[config.mk]
export PLATFORM = sky130hd
export DESIGN_NAME = cube_surface_wave_pixel
export DESIGN_NICKNAME = d
export VERILOG_FILES = /design/src/rtl/core/csw_pkg.sv /design/src/rtl/core/csw_dist.sv /design/src/rtl/core/csw_root.sv /design/src/rtl/core/csw_wave.sv /design/src/rtl/core/cube_surface_wave_pixel.sv
export SDC_FILE = /design/constraint.sdc
export NUM_CORES = 2
export LEC_CHECK = 0
export BUFFER_PORTS_ARGS = -buffer_cell sky130_fd_sc_hd__buf_2
export CORE_ASPECT_RATIO = 1.25
export CORE_MARGIN = 3
export CORE_UTILIZATION = 60
export CTS_CLUSTER_SIZE = 10
export DETAILED_ROUTE_END_ITERATION = 7
export GPL_ROUTABILITY_DRIVEN = 0
export PLACE_DENSITY = 0.76
export SLEW_MARGIN = 10
export SYNTH_ARGS = -nofsm -noshare
export SYNTH_HDL_FRONTEND = slang
export SYNTH_HIERARCHICAL = 1
export SYNTH_SLANG_ARGS = --single-unit
[constraint.sdc]
create_clock -name clk -period 13.84 [get_ports clk]
set_input_delay 4.152 -clock clk [delete_from_list [all_inputs] [get_ports clk]]
set_output_delay 4.152 -clock clk [all_outputs]
set_load 0.02 [all_outputs]
[src/rtl/core/csw_pkg.sv]
// Package of shared widths, constants and helpers for the cube surface wave pixel block.
package csw_pkg;

  localparam int DEF_GRID_WIDTH  = 8;
  localparam int DEF_GRID_HEIGHT = 8;

  // Signed width of a distance component, enough for the whole grid range.
  localparam int DIST_W = 9;
  // Width of the squared distance sum.
  localparam int SUM_W = 16;
  // Width of the Q.8 root and of the phase.
  localparam int ROOT_W  = 16;
  localparam int PHASE_W = 16;
  localparam int CFG_W   = 16;
  // Two root iterations per pipeline stage.
  localparam int ROOT_STAGES = 8;
  localparam int ROOT_WORK_W = 33;

  localparam int WAVE_STEP_RESET    = 512;
  localparam int SPATIAL_RATE_RESET = 4096;

  // Polynomial sine coefficients.
  localparam int SIN_C3 = 4639;
  localparam int SIN_C2 = 42047;
  localparam int SIN_C1 = 102944;

  typedef enum logic [0:0] {
    REG_WAVE_STEP    = 1'b0,
    REG_SPATIAL_RATE = 1'b1
  } reg_index_t;

  // Width of a stored origin coordinate: the field width, or more if the
  // reset value (half the grid) needs it.
  function automatic int org_w(input int n);
    int w;
    w = $clog2(n / 2 + 1);
    return (w > 3) ? w : 3;
  endfunction

endpackage

[src/rtl/core/csw_dist.sv]
// Distance stages: surface offsets from the origin and their sum of squares.
module csw_dist #(
  parameter int GRID_WIDTH  = csw_pkg::DEF_GRID_WIDTH,
  parameter int GRID_HEIGHT = csw_pkg::DEF_GRID_HEIGHT
) (
  input  logic                         clk,
  input  logic                         rst_n,
  input  logic                         en,
  input  logic                         in_v,
  input  logic [2:0]                   face,
  input  logic [2:0]                   col,
  input  logic [2:0]                   row,
  input  logic [2:0]                   oface,
  input  logic [csw_pkg::org_w(GRID_WIDTH)-1:0]  ocol,
  input  logic [csw_pkg::org_w(GRID_HEIGHT)-1:0] orow,
  input  logic [csw_pkg::PHASE_W-1:0]  phase,
  output logic                         out_v,
  output logic [csw_pkg::SUM_W-1:0]    sum,
  output logic [csw_pkg::PHASE_W-1:0]  phase_o
);

  localparam int DW   = csw_pkg::DIST_W;
  localparam int HALF = GRID_WIDTH / 2;

  logic signed [DW-1:0] dx_nxt, dy_nxt, dx_r, dy_r;
  logic signed [DW-1:0] col_d, row_d;
  logic signed [2*DW-1:0] sqx, sqy;
  logic [csw_pkg::PHASE_W-1:0] ph1_r, ph2_r;
  logic [csw_pkg::SUM_W-1:0] sum_r;
  logic v1_r, v2_r;

  always_comb begin
    col_d = DW'(col) - DW'(ocol);
    row_d = DW'(row) - DW'(orow);
    if (face == oface) begin
      dx_nxt = col_d;
      dy_nxt = row_d;
    end else if (face <= 3'd3) begin
      dx_nxt = DW'(HALF + GRID_WIDTH);
      dy_nxt = row_d;
    end else if (face == 3'd4) begin
      dx_nxt = col_d;
      dy_nxt = DW'(HALF - GRID_HEIGHT);
    end else begin
      dx_nxt = col_d;
      dy_nxt = DW'(HALF + GRID_HEIGHT);
    end
  end

  assign sqx = dx_r * dx_r;
  assign sqy = dy_r * dy_r;

  always_ff @(posedge clk) begin
    if (!rst_n) begin
      v1_r <= 1'b0;
      v2_r <= 1'b0;
    end else if (en) begin
      v1_r <= in_v;
      v2_r <= v1_r;
    end
  end

  always_ff @(posedge clk) begin
    if (en) begin
      dx_r  <= dx_nxt;
      dy_r  <= dy_nxt;
      ph1_r <= phase;
      sum_r <= csw_pkg::SUM_W'(sqx) + csw_pkg::SUM_W'(sqy);
      ph2_r <= ph1_r;
    end
  end

  assign out_v   = v2_r;
  assign sum     = sum_r;
  assign phase_o = ph2_r;

endmodule

[src/rtl/core/csw_root.sv]
// Pipelined bit-serial square root, two iterations per stage, result in Q.8.
module csw_root (
  input  logic                        clk,
  input  logic                        rst_n,
  input  logic                        en,
  input  logic                        in_v,
  input  logic [csw_pkg::SUM_W-1:0]   sum,
  input  logic [csw_pkg::PHASE_W-1:0] phase,
  output logic                        out_v,
  output logic [csw_pkg::ROOT_W-1:0]  dist_q8,
  output logic [csw_pkg::PHASE_W-1:0] phase_o
);

  localparam int N  = csw_pkg::ROOT_STAGES;
  localparam int WW = csw_pkg::ROOT_WORK_W;

  logic [WW-1:0] rem_r [1:N];
  logic [WW-1:0] res_r [1:N];
  logic [csw_pkg::PHASE_W-1:0] ph_r [1:N];
  logic [N:1] v_r;

  for (genvar j = 0; j < N; j++) begin : g_stage
    logic [WW-1:0] rem_in, res_in, rem_nxt, res_nxt;
    logic [csw_pkg::PHASE_W-1:0] ph_in;
    logic v_in;

    if (j == 0) begin : g_first
      assign rem_in = {1'b0, sum, 16'b0};
      assign res_in = '0;
      assign ph_in  = phase;
      assign v_in   = in_v;
    end else begin : g_next
      assign rem_in = rem_r[j];
      assign res_in = res_r[j];
      assign ph_in  = ph_r[j];
      assign v_in   = v_r[j];
    end

    always_comb begin : p_step
      logic [WW-1:0] rm, rs, b;
      rm = rem_in;
      rs = res_in;
      for (int k = 0; k < 2; k++) begin
        b = WW'(1) << (30 - 2 * (2 * j + k));
        if (rm >= rs + b) begin
          rm = rm - (rs + b);
          rs = (rs >> 1) + b;
        end else begin
          rs = rs >> 1;
        end
      end
      rem_nxt = rm;
      res_nxt = rs;
    end

    always_ff @(posedge clk) begin
      if (!rst_n) begin
        v_r[j+1] <= 1'b0;
      end else if (en) begin
        v_r[j+1] <= v_in;
      end
    end

    always_ff @(posedge clk) begin
      if (en) begin
        rem_r[j+1] <= rem_nxt;
        res_r[j+1] <= res_nxt;
        ph_r[j+1]  <= ph_in;
      end
    end
  end

  assign out_v   = v_r[N];
  assign dist_q8 = res_r[N][csw_pkg::ROOT_W-1:0];
  assign phase_o = ph_r[N];

endmodule

[src/rtl/core/csw_wave.sv]
// Wave stages: angle from distance and phase, polynomial sine, colour scaling.
module csw_wave (
  input  logic                        clk,
  input  logic                        rst_n,
  input  logic                        en,
  input  logic                        in_v,
  input  logic [csw_pkg::ROOT_W-1:0]  dist_q8,
  input  logic [csw_pkg::PHASE_W-1:0] phase,
  input  logic [csw_pkg::CFG_W-1:0]   spatial_rate,
  output logic                        out_v,
  output logic [6:0]                  red,
  output logic [7:0]                  green,
  output logic [7:0]                  blue
);

  logic [6:0] v_r;
  logic [31:0] prod_r;
  logic [15:0] ph_m_r, angle_r;
  logic [14:0] t_m;
  logic [16:0] big_c;
  logic [33:0] tt_c;
  logic [16:0] big1_r, t2_1_r, big2_r, t2_2_r, big3_r, mid_r, wave_r;
  logic [1:0] q1_r, q2_r, q3_r;
  logic [29:0] p2_c;
  logic [15:0] inner_r;
  logic [32:0] p3_c;
  logic [33:0] p4_c;
  logic [17:0] s_c;
  logic [16:0] s_cl;
  logic [23:0] pr_c, pg_c, pb_c;
  logic [6:0] red_r;
  logic [7:0] green_r, blue_r;

  always_comb begin
    t_m = angle_r[14] ? (15'd16384 - {1'b0, angle_r[13:0]}) : {1'b0, angle_r[13:0]};
    big_c = {t_m, 2'b00};
    tt_c  = 34'(big_c) * 34'(big_c);
    p2_c  = 30'(csw_pkg::SIN_C3) * 30'(t2_1_r);
    p3_c  = 33'(t2_2_r) * 33'(inner_r);
    p4_c  = 34'(big3_r) * 34'(mid_r);
    s_c   = p4_c[33:16];
    s_cl  = (s_c > 18'd65536) ? 17'd65536 : s_c[16:0];
    pr_c  = 24'(wave_r) * 24'd100;
    pg_c  = 24'(wave_r) * 24'd150;
    pb_c  = 24'(wave_r) * 24'd255;
  end

  always_ff @(posedge clk) begin
    if (!rst_n) begin
      v_r <= '0;
    end else if (en) begin
      v_r <= {v_r[5:0], in_v};
    end
  end

  always_ff @(posedge clk) begin
    if (en) begin
      prod_r  <= 32'(dist_q8) * 32'(spatial_rate);
      ph_m_r  <= phase;
      angle_r <= prod_r[23:8] - ph_m_r;
      big1_r  <= big_c;
      t2_1_r  <= tt_c[32:16];
      q1_r    <= angle_r[15:14];
      big2_r  <= big1_r;
      t2_2_r  <= t2_1_r;
      q2_r    <= q1_r;
      inner_r <= 16'(csw_pkg::SIN_C2) - 16'(p2_c[29:16]);
      big3_r  <= big2_r;
      q3_r    <= q2_r;
      mid_r   <= 17'(csw_pkg::SIN_C1) - p3_c[32:16];
      wave_r  <= q3_r[1] ? (17'd32768 - (s_cl >> 1)) : (17'd32768 + (s_cl >> 1));
      red_r   <= pr_c[22:16];
      green_r <= pg_c[23:16] + 8'd50;
      blue_r  <= pb_c[23:16];
    end
  end

  assign out_v = v_r[6];
  assign red   = red_r;
  assign green = green_r;
  assign blue  = blue_r;

endmodule

[src/rtl/core/cube_surface_wave_pixel.sv]
// Top level of the cube surface wave pixel block: state, pipeline and output buffering.
//
// Input transactions carry a command in in_tuser: a frame transaction (0) advances
// the wave phase by wave_step and, with load_origin set, loads face, col and row as
// the new ripple origin; it yields no result. A pixel transaction (1) yields exactly
// one colour transaction on the out_ channel, in the order the pixels arrived.
// Frame transactions take effect at once, so every pixel sees the phase and origin
// left by the transactions before it.
// The pixel path is an 18-stage pipeline: two distance stages, eight square root
// stages of two iterations each, seven angle, sine and colour stages, and the output
// register. One transaction is accepted in every cycle while in_tready is high; the
// rate is set by the single pipeline. When the receiver stalls, the output register
// holds its colour and a one-entry skid buffer catches the next one; only once the
// skid buffer is full is in_tready dropped and the whole pipeline frozen, so nothing
// is lost or repeated. Registers are written through cfg_wr_en, cfg_index and
// cfg_wdata; the user must do so only while idle, which the block does not enforce.
// Synchronous reset clears the phase, sets the origin to face 0 at the grid centre,
// restores the register defaults and empties the pipeline.
module cube_surface_wave_pixel #(
  parameter int GRID_WIDTH  = csw_pkg::DEF_GRID_WIDTH,
  parameter int GRID_HEIGHT = csw_pkg::DEF_GRID_HEIGHT
) (
  input  logic        clk,
  input  logic        rst_n,
  input  logic        in_tvalid,
  output logic        in_tready,
  input  logic [15:0] in_tdata,   // face [2:0], col [5:3], row [8:6], load_origin [9]
  input  logic        in_tuser,   // command [0]
  output logic        out_tvalid,
  input  logic        out_tready,
  output logic [23:0] out_tdata,  // red [6:0], green [14:7], blue [22:15]
  input  logic        cfg_wr_en,
  input  logic [0:0]  cfg_index,
  input  logic [15:0] cfg_wdata
);

  localparam int OCW = csw_pkg::org_w(GRID_WIDTH);
  localparam int ORW = csw_pkg::org_w(GRID_HEIGHT);

  // Configuration and block state.
  logic [15:0] wave_step_r, spatial_rate_r, phase_r;
  logic [2:0] origin_face_r;
  logic [OCW-1:0] origin_col_r;
  logic [ORW-1:0] origin_row_r;

  logic en, accept, pixel;
  logic d_v, r_v, w_v;
  logic [csw_pkg::SUM_W-1:0] d_sum;
  logic [15:0] d_ph, r_ph;
  logic [csw_pkg::ROOT_W-1:0] r_dist;
  logic [6:0] w_red;
  logic [7:0] w_green, w_blue;

  logic out_v_r, skid_v_r;
  logic [22:0] out_d_r, skid_d_r;

  // The pipeline moves whenever the skid buffer is empty.
  assign en        = !skid_v_r;
  assign in_tready = en;
  assign accept    = in_tvalid && en;
  assign pixel     = accept && in_tuser;

  always_ff @(posedge clk) begin
    if (!rst_n) begin
      wave_step_r    <= 16'(csw_pkg::WAVE_STEP_RESET);
      spatial_rate_r <= 16'(csw_pkg::SPATIAL_RATE_RESET);
      phase_r        <= '0;
      origin_face_r  <= '0;
      origin_col_r   <= OCW'(GRID_WIDTH / 2);
      origin_row_r   <= ORW'(GRID_HEIGHT / 2);
    end else begin
      if (cfg_wr_en) begin
        unique case (cfg_index)
          csw_pkg::REG_WAVE_STEP:    wave_step_r    <= cfg_wdata;
          csw_pkg::REG_SPATIAL_RATE: spatial_rate_r <= cfg_wdata;
          default: ;
        endcase
      end
      if (accept && !in_tuser) begin
        phase_r <= phase_r + wave_step_r;
        if (in_tdata[9]) begin
          origin_face_r <= in_tdata[2:0];
          origin_col_r  <= OCW'(in_tdata[5:3]);
          origin_row_r  <= ORW'(in_tdata[8:6]);
        end
      end
    end
  end

  csw_dist #(
    .GRID_WIDTH (GRID_WIDTH),
    .GRID_HEIGHT(GRID_HEIGHT)
  ) u_dist (
    .clk    (clk),
    .rst_n  (rst_n),
    .en     (en),
    .in_v   (pixel),
    .face   (in_tdata[2:0]),
    .col    (in_tdata[5:3]),
    .row    (in_tdata[8:6]),
    .oface  (origin_face_r),
    .ocol   (origin_col_r),
    .orow   (origin_row_r),
    .phase  (phase_r),
    .out_v  (d_v),
    .sum    (d_sum),
    .phase_o(d_ph)
  );

  csw_root u_root (
    .clk    (clk),
    .rst_n  (rst_n),
    .en     (en),
    .in_v   (d_v),
    .sum    (d_sum),
    .phase  (d_ph),
    .out_v  (r_v),
    .dist_q8(r_dist),
    .phase_o(r_ph)
  );

  csw_wave u_wave (
    .clk         (clk),
    .rst_n       (rst_n),
    .en          (en),
    .in_v        (r_v),
    .dist_q8     (r_dist),
    .phase       (r_ph),
    .spatial_rate(spatial_rate_r),
    .out_v       (w_v),
    .red         (w_red),
    .green       (w_green),
    .blue        (w_blue)
  );

  // Output register with a one-entry skid buffer behind it.
  always_ff @(posedge clk) begin
    if (!rst_n) begin
      out_v_r  <= 1'b0;
      skid_v_r <= 1'b0;
    end else if (skid_v_r) begin
      if (out_tready) begin
        out_d_r  <= skid_d_r;
        skid_v_r <= 1'b0;
      end
    end else if (w_v) begin
      if (!out_v_r || out_tready) begin
        out_d_r <= {w_blue, w_green, w_red};
        out_v_r <= 1'b1;
      end else begin
        skid_d_r <= {w_blue, w_green, w_red};
        skid_v_r <= 1'b1;
      end
    end else if (out_tready) begin
      out_v_r <= 1'b0;
    end
  end

  assign out_tvalid = out_v_r;
  assign out_tdata  = {1'b0, out_d_r};

`ifndef ASSERT_OFF
  a_skid_behind_out: assert property (@(posedge clk) disable iff (!rst_n)
    skid_v_r |-> out_v_r)
    else $error("skid buffer holds a colour while the output register is empty");

  a_phase_step: assert property (@(posedge clk) disable iff (!rst_n)
    (accept && !in_tuser) |=> (phase_r == $past(16'(phase_r + wave_step_r))))
    else $error("frame transaction did not advance the phase by wave_step");

  a_skid_fill: assert property (@(posedge clk) disable iff (!rst_n)
    (out_v_r && !out_tready && !skid_v_r && w_v) |=> skid_v_r)
    else $error("stalled colour was not caught by the skid buffer");
`endif

endmodule

==> flow_summary.toml <==
[outcome]
status = "completed"

[clock_tree]
clock_path_buffers = 3
cts_resized = 0
cts_tree = "yes"
cts_setup_buffers = 0
clock_latency_ns = 0.71
cts_hold_buf = 0
h-tree-depth = 3
root_buffer = "clkbuf_16"
cts.sinks = 723
clk_pin_slew_worst_paths_ns = 0.05
cts_buffers = 86

[timing]
finalCritPeriodShare_pct = 70.7
skew_ns = 0.0879
fin_tns_setup_ns = 0
worstMarginPinSlew_ns = 1.13
final_max_slew_viol_count = 0
hold_viol = 0
fin_crit_ns = 9.78
slew_headroom_pct = 24.5
fmax_ghz = 0.102
setup_viol = 0
rsz0062_at_grt = "no"

[routing]
num_vias = 51300
drc = 0
ant_nets = 0
wl_um = 160000
via_per_inst = 5.70
dr.pass1.iters = 6
wl_per_cell_um = 17.8
drt_iter0_drc = 2647

[layout]
area_growth_pct = 5.77
multiInputGateArea_um2 = 49000
regArea_um2 = 21000
layout-drive-gt1-share_pct = 4.37
n_antenna_cell = 0
postLayoutCellArea_um2 = 80300
fillers = 9825
layout.nets = 9154
fin_util_pct = 64.1

[yosys]
synth-main-ff-cell = "edfxtp_1"
synth.area.top_cells = "edfxtp_1, fa_1, ha_1, inv_1, nand2_1"
synthesis.area_um2 = 75900
netlist-cell-type-count = 126
ys_warn_count = 6
synthArstFlopShare_pct = 0
synth_top_cell_by_area = "edfxtp_1"
syn_inst = 7339
synth_area_per_cell_um2 = 10.3
synth_top_area_share_pct = 25.6
synth_edf_count = 647
synth_common_cells = "inv_1, fa_1, ha_1, nand2_1, edfxtp_1"
synth-seq-cells = 723
ys_seq_area_share_pct = 27.6
synth_most_common_cell = "inv_1"

[floorplan]
start_util_pct = 60.6
fp.dieArea_um2 = 131000
core-area_um2 = 125000
die_y_um = 404
fp.dieW_um = 324
ioPinCount = 65
floorplan.rows = 145

[critical_path]
criticalPathCategory = "register to register"
path_buf_inv = 5
end_kind = "register"
cp_data_arrival_time_ns = 10.19
worst_path_max_delay_cell = "xor2_1"
worstPathRequired_ns = 14.25
max_stage_delay_ns = 0.68
worst-path-stages = 30
critPathMaxFanout = 11
r2r_cells = 30
cp-start-kind = "register"
path_delay_family = "adder cells"
critPathMostFrequentCell = "fa_1"

[global_route]
gr-total-overflow = 0
grt_pass1_vias = 55600
grtUsageTotal_pct = 25.3
antenna_found_initial = 0
grt_max_degree = 193
grt_pass1_wl_um = 268000

[min_path]
min_path_type = "register to register"
hold_depth = 0

[job]
max-cap-violations = 0

[placed_design]
place_area_um2 = 77600
port_buffers = 57
dp_hpwl_um = 123000
[cells by family (layout without fill, tap and decap cells)]
group,after synthesis,after routing,synth area share [%]
xor gates and xnor gates,358,358,4.14
other,3,11,0.0148
adders and majority gates,1785,1785,39.0
and+or+nand+nor,1918,1918,12.3
AOI/OAI and AO/OA,893,893,7.82
DFF,723,723,27.6
buffers and inverters,1574,1611,7.89
muxes,85,85,1.24
[final cells by class]
class | instances | area share (%)
tap | 1617 | 2.52
multi-input combinational | 5050 | 61.0
clock buffer | 125 | 2.88
clock inverter | 17 | 0.373
timing repair buffer | 81 | 0.596
sequential | 723 | 26.1
inverter | 1388 | 6.50
[final timing paths]
kind                            slack [ns]             endpoint           startpoint
worst min register to register        0.37  u_root/rem_r[0][85]  u_root/rem_r[0][52]
worst max-delay path                  4.06    u_wave/t2_1_r[16]    u_wave/angle_r[0]
worst min-delay path                  0.37  u_root/rem_r[0][85]  u_root/rem_r[0][52]
worst max register to register        4.06    u_wave/t2_1_r[16]    u_wave/angle_r[0]
[registers in the layout (all words and copies together), names as in the netlist, 15 cells and up]
register and flops:
u_root/rem_r 140, u_root/ph_r 128, u_root/res_r 72, out_d_r 23
skid_d_r 23, u_wave/mid_r 17, u_wave/t2_1_r 17, u_wave/t2_2_r 17
u_wave/wave_r 17, phase_r 16, spatial_rate_r 16, u_dist/ph1_r 16
u_dist/phase_o 16, u_dist/sum 16, u_wave/angle_r 16, u_wave/inner_r 16
u_wave/ph_m_r 16, u_wave/prod_r 16, wave_step_r 16, u_wave/big1_r 15
u_wave/big2_r 15, u_wave/big3_r 15
[cell usage in the layout (no fill, tap or decap), types with 27 or more instances in the layout]
master	n
a211oi_1	36
nand2_1	789
nand4_1	27
a21o_1	94
and3_1	29
xor2_1	134
mux2i_1	34
nand2b_1	52
o21bai_1	33
fa_1	964
xnor2_1	223
ha_1	821
nor3_1	76
buf_2	57
mux2_2	41
dfxtp_1	76
o21a_1	47
o21ai_0	172
edfxtp_1	647
clkbuf_1	38
nor4_1	30
clkbuf_16	86
inv_1	1377
and2_1	350
nor2b_1	57
nor2_1	300
nand3_1	77
a21oi_1	257
[through the flow]
step	std cells	hold WS, ns	worst slack, ns
global placement	8859	0.400	4.36
floorplan	7347	0.400	2.76
finish	9001	0.371	4.06
CTS	9001	0.368	4.21
detailed placement	8859	0.405	4.24
global route	9001	0.399	3.74
[metal layers]
metal,vias up,part of all wire (%),track usage [%]
li1,23800,-,-
met4,0,5.1,12.5
met3,484,4.5,3.04
met1,25600,37,28.5
met2,1371,54,46.8
met5,-,0,0
Power is not shown: default switching activity piles up to over one toggle a cycle in this logic, so the estimate is an artifact.
